`config.mk`:
```
export PLATFORM = sky130hd
export DESIGN_NAME = ole_cell
export DESIGN_NICKNAME = d
export VERILOG_FILES = /design/src/sv/ole_pkg.sv /design/src/sv/ole_cell.sv
export SDC_FILE = /design/constraint.sdc
export NUM_CORES = 1
export LEC_CHECK = 0
export BUFFER_PORTS_ARGS = -buffer_cell sky130_fd_sc_hd__buf_2
export CORE_MARGIN = 2
export CORE_UTILIZATION = 35
export CTS_BUF_LIST = sky130_fd_sc_hd__clkbuf_4 sky130_fd_sc_hd__clkbuf_8
export CTS_CLUSTER_DIAMETER = 120
export DETAILED_ROUTE_END_ITERATION = 10
export PLACE_DENSITY = 0.73
export SYNTH_ARGS = -nofsm -noshare
export SYNTH_HDL_FRONTEND = slang
export SYNTH_SLANG_ARGS = --single-unit
```
`constraint.sdc`:
```
create_clock -name clk -period 6.2 [get_ports clk]
set_clock_uncertainty 0.15 [all_clocks]
set_input_delay 0.31 -clock clk [delete_from_list [all_inputs] [get_ports clk]]
set_output_delay 0.31 -clock clk [all_outputs]
set_load 0.01 [all_outputs]
```
`src/sv/ole_pkg.sv`:
```
`timescale 1ns / 1ps
// ----------------------------------------------------------------------------
// ole_pkg: shared types for the ordered list engine
// Request action codes, status codes, cell control and reduction lane types.
// ----------------------------------------------------------------------------
package ole_pkg;

  // request actions
  typedef enum logic [2:0] {
    ACT_INS_FRONT = 3'd0,
    ACT_INS_BACK  = 3'd1,
    ACT_INS_AT    = 3'd2,
    ACT_READ_AT   = 3'd3,
    ACT_REM_FRONT = 3'd4,
    ACT_REM_BACK  = 3'd5,
    ACT_REM_AT    = 3'd6,
    ACT_SEARCH    = 3'd7
  } action_t;

  // response status
  typedef enum logic [1:0] {
    ST_OK    = 2'd0,
    ST_RANGE = 2'd1,
    ST_EMPTY = 2'd2,
    ST_FULL  = 2'd3
  } status_t;

  // what every cell does in the current cycle
  typedef enum logic [2:0] {
    CELL_HOLD,
    CELL_INSERT,
    CELL_REMOVE,
    CELL_READ,
    CELL_SEARCH
  } cell_op_t;

  // control handed to one cell
  typedef struct packed {
    cell_op_t op;
    logic     at_here;
    logic     past;
    logic     live;
  } cell_ctrl_t;

  // one lane of the read/search reduction
  typedef struct packed {
    logic        hit;
    logic [31:0] data;
  } lane_t;

  // engine sequencer states
  typedef enum logic {
    S_IDLE,
    S_BUSY
  } state_t;

  // number of 8-way folding steps to bring r lanes down to one
  function automatic int level_count(int r);
    int n;
    int s;
    n = r;
    s = 0;
    while (n > 1) begin
      n = (n + 7) >> 3;
      s++;
    end
    return s;
  endfunction

endpackage

```
`src/sv/ole_cell.sv`:
```
`timescale 1ns / 1ps
// ----------------------------------------------------------------------------
// ole_cell: one element cell of the list chain
// Holds one element, shifts from a neighbor on insert/remove and offers a
// read or match lane to the reduction.
// ----------------------------------------------------------------------------
module ole_cell (
  input  logic                clk,
  input  ole_pkg::cell_ctrl_t ctrl,
  input  logic [31:0]         item_value,
  input  logic [31:0]         left_value,
  input  logic [31:0]         right_value,
  output logic [31:0]         value,
  output ole_pkg::lane_t      lane
);

  // element storage, shifted by the chain
  always_ff @(posedge clk) begin
    case (ctrl.op)
      ole_pkg::CELL_INSERT: begin
        if (ctrl.past) begin
          value <= left_value;
        end else if (ctrl.at_here) begin
          value <= item_value;
        end
      end
      ole_pkg::CELL_REMOVE: begin
        if (ctrl.at_here || ctrl.past) begin
          value <= right_value;
        end
      end
      default: begin
        value <= value;
      end
    endcase
  end

  // read or match contribution
  always_comb begin
    lane = '0;
    case (ctrl.op)
      ole_pkg::CELL_READ: begin
        if (ctrl.at_here) begin
          lane.data = value;
        end
      end
      ole_pkg::CELL_SEARCH: begin
        if (ctrl.live && (value == item_value)) begin
          lane.hit = 1'b1;
        end
      end
      default: begin
        lane = '0;
      end
    endcase
  end

endmodule

```
==> impl_metrics.tcl, run 1 <==
set metrics [dict create \
    drc 0 \
    cts-root-buf "clkbuf_8" \
    synth_edf_count 32 \
    slew_headroom_pct 32.1 \
    synthXorXnorAreaFrac_pct 13.0 \
    cts_sinks 32 \
    holdWs_ns 0.153 \
    core-area_sq_um 6240 \
    synth_top_area_cell "edfxtp_1" \
    dieWidth_um 83.7 \
    synth_top_area_share_pct 43.2 \
    final_antenna_net_count 0 \
    drt_iter0_drc 37 \
    total_power_mw 0.578 \
    vias_per_cell 4.75 \
    grt_setup_unrepaired "false" \
    p_leak_nw 1.56 \
    multi_input_area_sq_um 1210 \
    chipHeight_um 83.7 \
    synthDistinctLibCells 17 \
    fin_util_pct 51.3 \
    setup_viol_count_final 0 \
    setup_slack_ns 3.94 \
    p_per_area_nw_per_um2 181 \
    vias 2202 \
    synth_fa_ha_area_share_pct 0 \
    synthTopCellsByArea "edfxtp_1 (43%), mux2i_1 (14%), xor2_1 (11%), and2_1 (9.0%), o21ai_0 (7.2%)" \
    hp-class "in2reg" \
    cts_tree "done" \
    dp_hpwl_um 5020 \
    synth_compound_area_share_pct 7.20 \
    numCtsBuffers 5 \
    fin_crit_ns 2.26 \
    synth_fp_nets 326 \
    largest_register_ffs 32 \
    grt_pass1_wl_um 10100 \
    status "complete, no violations" \
    tightestPinTransition_ns 1.02 \
    initial_utilization_pct 35.7 \
    port_buffers 167 \
    antenna_found_initial 0 \
    maxCapViolations 0 \
    yosys.cell_count.top_type "nand2_1" \
    gp_congestion 0.781 \
    place_inst 456 \
    yosys.area_share.simple_pct 19.5 \
    worstSetupPathType "reg2out" \
    regMostFlops "value" \
    cts_max_path_buffers 2 \
    grt_max_degree 65 \
    yosys_warnings 0 \
    netlist_instances 223 \
    ys.flop_type "edfxtp_1" \
    netlist_area_sq_um 2230 \
    cts_resized 0 \
    slew_violations 0 \
    wl_per_cell_um 13.7 \
    ios 168 \
    seqCellArea_sq_um 961 \
    syn_to_final_growth_pct 43.7 \
    reg_top3 "value (32)" \
    design_area_sq_um 3200 \
    crit_required_ns 5.74 \
    async_reset_ff_share_pct 0 \
    cp.arrival_ns 1.80 \
    grt_pass1_vias 2200 \
    final_cells 464 \
    muxShareOfSynthArea_pct 14.4 \
    dp_slack_ns 3.87 \
    max_freq_mhz 442 \
    clkTransAtPathRegs_ns 0.07 \
    rows 29 \
    post_cts_buffers 0 \
    synth_top_family_by_area "simple AND/OR/NAND/NOR gates" \
    synth_commonest_cells "nand2_1 (33), and2_1 (32), edfxtp_1 (32), mux2i_1 (32), o21ai_0 (32)" \
    hold_viol 0 \
    die_area_sq_um 7010 \
    diodes 0 \
    routed_wl_um 6360 \
    detail_route.first_pass.iterations 4 \
    synth_seq_cells 32 \
    ys_seq_area_share_pct 43.2 \
    start_kind "flip-flop" \
    grt_use_total_pct 18.0 \
    tns_ns 0 \
    fin_crit_sh_pct 36.5 \
    cp-end-kind "output pin" \
    crit_fanout 3 \
    final_nets 489 \
    grt_overflow 0 \
    fill_cells 609 \
    drive_above_1_share_pct 46.0 \
    htreeDepth 2 \
    placed_cell_area_sq_um 3120 \
    holdBufCountCts 0 \
    syn_avg_cell_area_sq_um 9.98 \
    peakVddDrop_v 0.0000759 \
]
[worst paths after layout]
kind / end / cells past startpoint / start
setup / recovery: lane[32] / 5 / value[21]
hold / removal: value[29] / 3 / right_value[29]
[critical path, stage by stage, from the launching register on]
cell	delay, ns
edfxtp_1	0.43
xor2_1	0.16
nor4_1	0.44
nand4_1	0.18
nor3_1	0.15
buf_2	0.16
[cell type report]
type / instances / area share (%)
multi-input combinational: 178 / 37.8
sequential: 32 / 30.0
timing repair buffer: 169 / 26.6
tap: 77 / 3.01
clock buffer: 5 / 2.15
clock inverter: 3 / 0.430
[cell families (layout without fill, tap and decap cells)]
| kind of cell | after synthesis | count (layout) |
|---|---|---|
| buf+inv | 13 | 177 |
| compound gates | 32 | 32 |
| flops | 32 | 32 |
| xor+xnor | 33 | 33 |
| simple gates | 81 | 81 |
| mux | 32 | 32 |
[layer usage]
layer  track usage, %  vias up  wire (um)
met1             19.2      994       2450
li1                 -     1105          -
met2             34.3       94       3340
met5                0        -          0
met3             3.76        9        439
met4             6.89        0        133
[power by group]
group	switching [mW]	internal, mW
logic	0.0744	0.0699
registers	0.0164	0.265
clock network	0.0757	0.0761
[cell usage in the layout (no fill, tap or decap), drive strengths merged, types with 2 or more instances in the layout]
cell,n
nor3,2
xor2,29
clkinv,3
clkbuf,5
edfxtp,32
mux2i,32
and2,32
nand2,33
buf,169
xnor2,4
nor4,8
nand4,2
o21ai,32
No activity file was read; power rests on OpenSTA's default activity.
==> run 2, diff against run 1 <==
--- a/config.mk
+++ b/config.mk
@@ -5,13 +5,14 @@
 export SDC_FILE = /design/constraint.sdc
 export NUM_CORES = 1
 export LEC_CHECK = 0
+export ABC_AREA = 1
 export BUFFER_PORTS_ARGS = -buffer_cell sky130_fd_sc_hd__buf_2
 export CORE_MARGIN = 2
 export CORE_UTILIZATION = 35
 export CTS_BUF_LIST = sky130_fd_sc_hd__clkbuf_4 sky130_fd_sc_hd__clkbuf_8
 export CTS_CLUSTER_DIAMETER = 120
 export DETAILED_ROUTE_END_ITERATION = 10
-export PLACE_DENSITY = 0.73
+export PLACE_DENSITY = 0.7
 export SYNTH_ARGS = -nofsm -noshare
 export SYNTH_HDL_FRONTEND = slang
 export SYNTH_SLANG_ARGS = --single-unit
==> constraint.sdc (replaced) <==
create_clock -name clk -period 2.15 [get_ports clk]
set_clock_uncertainty 0.15 [all_clocks]
set_input_delay 0.1075 -clock clk [delete_from_list [all_inputs] [get_ports clk]]
set_output_delay 0.1075 -clock clk [all_outputs]
set_load 0.01 [all_outputs]
==> impl_metrics.tcl, run 2 <==
set metrics [dict create \
    cp_slowest_cell "edfxtp_1" \
    largest_register_ffs 32 \
    rows 30 \
    async_reset_ff_share_pct 0 \
    grt_overflow 0 \
    slew_violations 0 \
    netlist_instances 388 \
    post_cts_buffers 0 \
    final_common_cell "buf_2" \
    ys.flop_type "edfxtp_1" \
    cp.depth 8 \
    fin_crit_sh_pct 84.3 \
    slowest_delay_ns 0.41 \
    diodes 0 \
    drc 0 \
    core-area_sq_um 6830 \
    cts_max_path_buffers 2 \
    die_area_sq_um 7760 \
    synthDistinctLibCells 16 \
    synth_fp_nets 491 \
    max_freq_mhz 552 \
    syn_to_final_growth_pct 43.9 \
    tns_ns 0 \
    regMostFlops "value" \
    peakVddDrop_v 0.000199 \
    setup_slack_ns 0.338 \
    cp-end-kind "output pin" \
    crit_required_ns 1.89 \
    p_per_area_nw_per_um2 485 \
    cts-root-buf "clkbuf_8" \
    detail_route.first_pass.iterations 4 \
    fin_crit_ns 1.81 \
    grt_pass1_vias 2514 \
    synth_top_area_share_pct 38.8 \
    wl_per_cell_um 11.9 \
    grt_use_total_pct 18.9 \
    crit_end "lane[32]" \
    final_cell_mix "buf_2 (167), nor2_1 (113), nand2_1 (83)" \
    fill_cells 735 \
    grt_max_degree 42 \
    tightestPinTransition_ns 0.465 \
    cts_resized 0 \
    synth_commonest_cells "nor2_1 (113), nand2_1 (83), a21oi_1 (63), inv_1 (63), edfxtp_1 (32)" \
    port_buffers 167 \
    final_cells 658 \
    synth_seq_cells 32 \
    maxCapViolations 0 \
    ios 168 \
    crit_buf_inv 1 \
    yosys_warnings 0 \
    hold_viol 0 \
    crit_fanout 3 \
    dp_slack_ns 0.587 \
    holdBufCountCts 8 \
    routed_wl_um 7840 \
    antenna_found_initial 0 \
    slew_headroom_pct 69.0 \
    htreeDepth 2 \
    p_leak_nw 2.04 \
    place_inst 641 \
    grt_setup_unrepaired "false" \
    grt_pass1_wl_um 11300 \
    cts_tree "done" \
    syn_avg_cell_area_sq_um 6.38 \
    reg_top3 "value (32)" \
    startpoint "value[8]" \
    synthTopCellsByArea "edfxtp_1 (39%), nor2_1 (17%), a21oi_1 (13%), nand2_1 (13%), inv_1 (9.6%)" \
    synth_top_area_cell "edfxtp_1" \
    critPathTopFamily "simple AND/OR/NAND/NOR gates" \
    final_nets 664 \
    path_cells "nand2_1, nand2_1, nor2_1, nand2_1, nor2_1, nand3_1, nor2_1, buf_2" \
    numCtsBuffers 5 \
    hp-class "in2reg" \
    status "complete, no violations" \
    cp.arrival_ns 1.55 \
    final_antenna_net_count 0 \
    setup_viol_count_final 0 \
    clkTransAtPathRegs_ns 0.07 \
    vias 2915 \
    synth_edf_count 32 \
    start_kind "flip-flop" \
    netlist_area_sq_um 2470 \
    vias_per_cell 4.43 \
    cts_sinks 32 \
    drive_above_1_share_pct 32.4 \
    worstSetupPathType "reg2out" \
    dieWidth_um 88.1 \
    dp_hpwl_um 6230 \
    ys_seq_area_share_pct 38.8 \
    gp_congestion 0.814 \
    chipHeight_um 88.1 \
    yosys.cell_count.top_type "nor2_1" \
    drt_iter0_drc 75 \
    initial_utilization_pct 36.2 \
]
[run 2: metal layers]
metal  routed length, um  track usage, %
met2                3740            32.8
met3                 679            4.62
met1                3360            23.9
met4                  47            3.86
met5                   0               0
[run 2: cells by family after synthesis]
kind of cell	after synthesis	share of synthesized area [%]
flip-flops	32	38.8
AND/OR/NAND/NOR	207	32.4
multiplexers	2	0.809
buffers and inverters	80	14.3
XOR/XNOR	1	0.354
AO/OA/AOI/OAI	66	13.3
[run 2: stage by stage]
stage | utilization (%) | hold WS, ns | power, mW | area, sq um
3_5_place_dp | 49.6 | 0.290 | 1.28 | 3390
6_report | 52.1 | 0.00278 | 1.73 | 3560
5_1_grt | 52.1 | 0.00191 | 1.83 | 3560
4_1_cts | 52.0 | 0.000827 | 1.74 | 3550
2_1_floorplan | - | 0.187 | 1.06 | 2480
3_3_place_gp | 49.6 | 0.277 | 1.27 | 3390
[run 2: where the power goes]
part	internal [mW]	switching, mW	leakage, nW
clock	0.220	0.229	0.0453
combinational	0.213	0.272	1.70
sequential	0.756	0.0373	0.294
total	1.19	0.538	2.04
[run 2: worst min-delay path by stage]
stage	startpoint	depth (start not counted)	slack [ns]	endpoint
detailed placement	right_value[31]	3	0.29	value[31]
global route	right_value[19]	3	0.002	value[19]
CTS	right_value[14]	3	0.0008	value[14]
finish	right_value[12]	3	0.003	value[12]
global placement	right_value[12]	3	0.28	value[12]
floorplan	right_value[0]	2	0.19	value[0]
[run 2: layout make-up]
class	instances	area (sq um)	share of cell area, %
Tap cell	96	120	3.37
Inverter	63	236	6.64
Timing Repair Buffer	183	991	27.8
Clock inverter	3	13.8	0.386
Sequential cell	32	961	27.0
Clock buffer	5	68.8	1.93
Multi-Input combinational cell	276	1170	32.9
==> run 3, diff against run 2 <==
--- a/config.mk
+++ b/config.mk
@@ -12,7 +12,7 @@
 export CTS_BUF_LIST = sky130_fd_sc_hd__clkbuf_4 sky130_fd_sc_hd__clkbuf_8
 export CTS_CLUSTER_DIAMETER = 120
 export DETAILED_ROUTE_END_ITERATION = 10
-export PLACE_DENSITY = 0.7
+export PLACE_DENSITY = 0.73
 export SYNTH_ARGS = -nofsm -noshare
 export SYNTH_HDL_FRONTEND = slang
 export SYNTH_SLANG_ARGS = --single-unit
==> constraint.sdc (replaced) <==
create_clock -name clk -period 1.5 [get_ports clk]
set_clock_uncertainty 0.15 [all_clocks]
set_input_delay 0.075 -clock clk [delete_from_list [all_inputs] [get_ports clk]]
set_output_delay 0.075 -clock clk [all_outputs]
set_load 0.01 [all_outputs]
==> impl_metrics.tcl, run 3 (synthesis gave the netlist of run 2 again) <==
set metrics [dict create \
    design_area_sq_um 3850 \
    status "finished with violations" \
    cts_tree "done" \
    cp-end-kind "output pin" \
    p_seq_share_pct 43.7 \
    chipHeight_um 88.1 \
    power_switching_share_pct 30.6 \
    syn_to_final_growth_pct 55.8 \
    crit_fanout 3 \
    p_int_mw 1.81 \
    grt_setup_unrepaired "true" \
    grt_max_degree 39 \
    crit_required_ns 1.27 \
    tns_ns -0.208 \
    grt_pass1_wl_um 12900 \
    initial_utilization_pct 36.2 \
    antenna_found_initial 0 \
    diodes 0 \
    grt_use_total_pct 21.8 \
    final_nets 687 \
    worstSetupPathType "reg2out" \
    final_antenna_net_count 0 \
    setup_slack_ns -0.208 \
    max_freq_mhz 585 \
    gp_congestion 0.864 \
    setup_viol_count_final 1 \
    multi_input_area_sq_um 1180 \
    cts_max_path_buffers 2 \
    final_cell_mix "buf_2 (167), nor2_1 (108), nand2_1 (83)" \
    grt_overflow 0 \
    fin_util_pct 56.4 \
    grt_pass1_vias 2904 \
    fill_cells 662 \
    power_frac_comb_pct 30.1 \
    htreeDepth 2 \
    vias 3096 \
    ios 168 \
    port_buffers 167 \
    p_switching_mw 0.795 \
    start_kind "flip-flop" \
    dieWidth_um 88.1 \
    drc 0 \
    numCtsBuffers 5 \
    hp-class "in2reg" \
    routed_wl_um 8610 \
    p_clk_share_pct 26.3 \
    dp_hpwl_um 6220 \
    cts_sinks 32 \
    core-area_sq_um 6830 \
    dp_slack_ns 0.0476 \
    p_per_area_nw_per_um2 675 \
    reg_top3 "value (32)" \
    maxCapViolations 0 \
    fin_crit_sh_pct 114 \
    seqCellArea_sq_um 961 \
    holdWs_ns -0.00509 \
    drive_above_1_share_pct 32.5 \
    clkTransAtPathRegs_ns 0.07 \
    slew_violations 0 \
    peakVddDrop_v 0.000487 \
    tightestPinTransition_ns 0.282 \
    hold_viol 2 \
    fin_crit_ns 1.71 \
    wl_per_cell_um 12.6 \
    regMostFlops "value" \
    violations "negative hold slack, negative setup slack" \
    die_area_sq_um 7760 \
    final_common_cell "buf_2" \
    placed_cell_area_sq_um 3430 \
    cp.arrival_ns 1.48 \
    cts-root-buf "clkbuf_8" \
    largest_register_ffs 32 \
    rows 30 \
    drt_iter0_drc 129 \
    p_leak_nw 2.16 \
    detail_route.first_pass.iterations 4 \
    slew_headroom_pct 81.0 \
    vias_per_cell 4.55 \
]
==> run 3: worst paths after layout <==
check / start / endpoint / cells past startpoint
setup / recovery: value[21] / lane[32] / 8
hold / removal: right_value[20] / value[20] / 3
==> run 3: power by group through the flow <==
| stage | logic (mW) | clock network (mW) | registers, mW |
|---|---|---|---|
| final | 0.782 | 0.684 | 1.14 |
| after CTS | 0.776 | 0.701 | 1.14 |
| after floorplan | 0.339 | 0 | 1.19 |
| after global placement | 0.691 | 0 | 1.15 |
| after detailed placement | 0.702 | 0 | 1.15 |
| after global routing | 0.871 | 0.737 | 1.15 |
==> run 3: worst max-delay path, cell delays in order (launching register included) <==
cell      delay, ns
edfxtp_1       0.41
nand2_1        0.09
o21ai_0        0.07
nor2_1         0.12
nand2_1        0.08
nor2_1         0.10
nand3_1        0.07
nor2_1         0.12
buf_2          0.14
==> run 3: cell type report <==
| cell class | count | area share, % |
|---|---|---|
| Clock buffer | 7 | 2.17 |
| Clock inverter | 1 | 0.0974 |
| Inverter | 63 | 6.13 |
| Multi-Input combinational cell | 276 | 30.7 |
| Sequential cell | 32 | 24.9 |
| Tap cell | 96 | 3.12 |
| Timing Repair Buffer | 206 | 32.8 |
==> run 3: repair_timing <==
item	4_1_cts	5_1_grt
setup endpoints to repair	1	1
setup buffers	2	1
gates resized for setup	4	4
pin swaps	0	6
hold buffers	30	0
cloned	0	0
endpoints found under the hold margin	22	0
==> run 3: per-layer routing <==
| layer | part of all wire, % | track usage, % |
|---|---|---|
| met1 | 41 | 25.2 |
| met2 | 51 | 40.3 |
| met3 | 6.6 | 4.81 |
| met4 | 1.6 | 5.92 |
| met5 | 0 | 0 |
==> run 3: through the flow <==
stage	cells	hold slack (ns)	power, mW
after floorplan	388	0.155	1.52
after global placement	640	0.241	1.84
after detailed placement	640	0.250	1.86
after CTS	680	0.000545	2.61
after global routing	681	0.00170	2.75
final	681	-0.00509	2.60
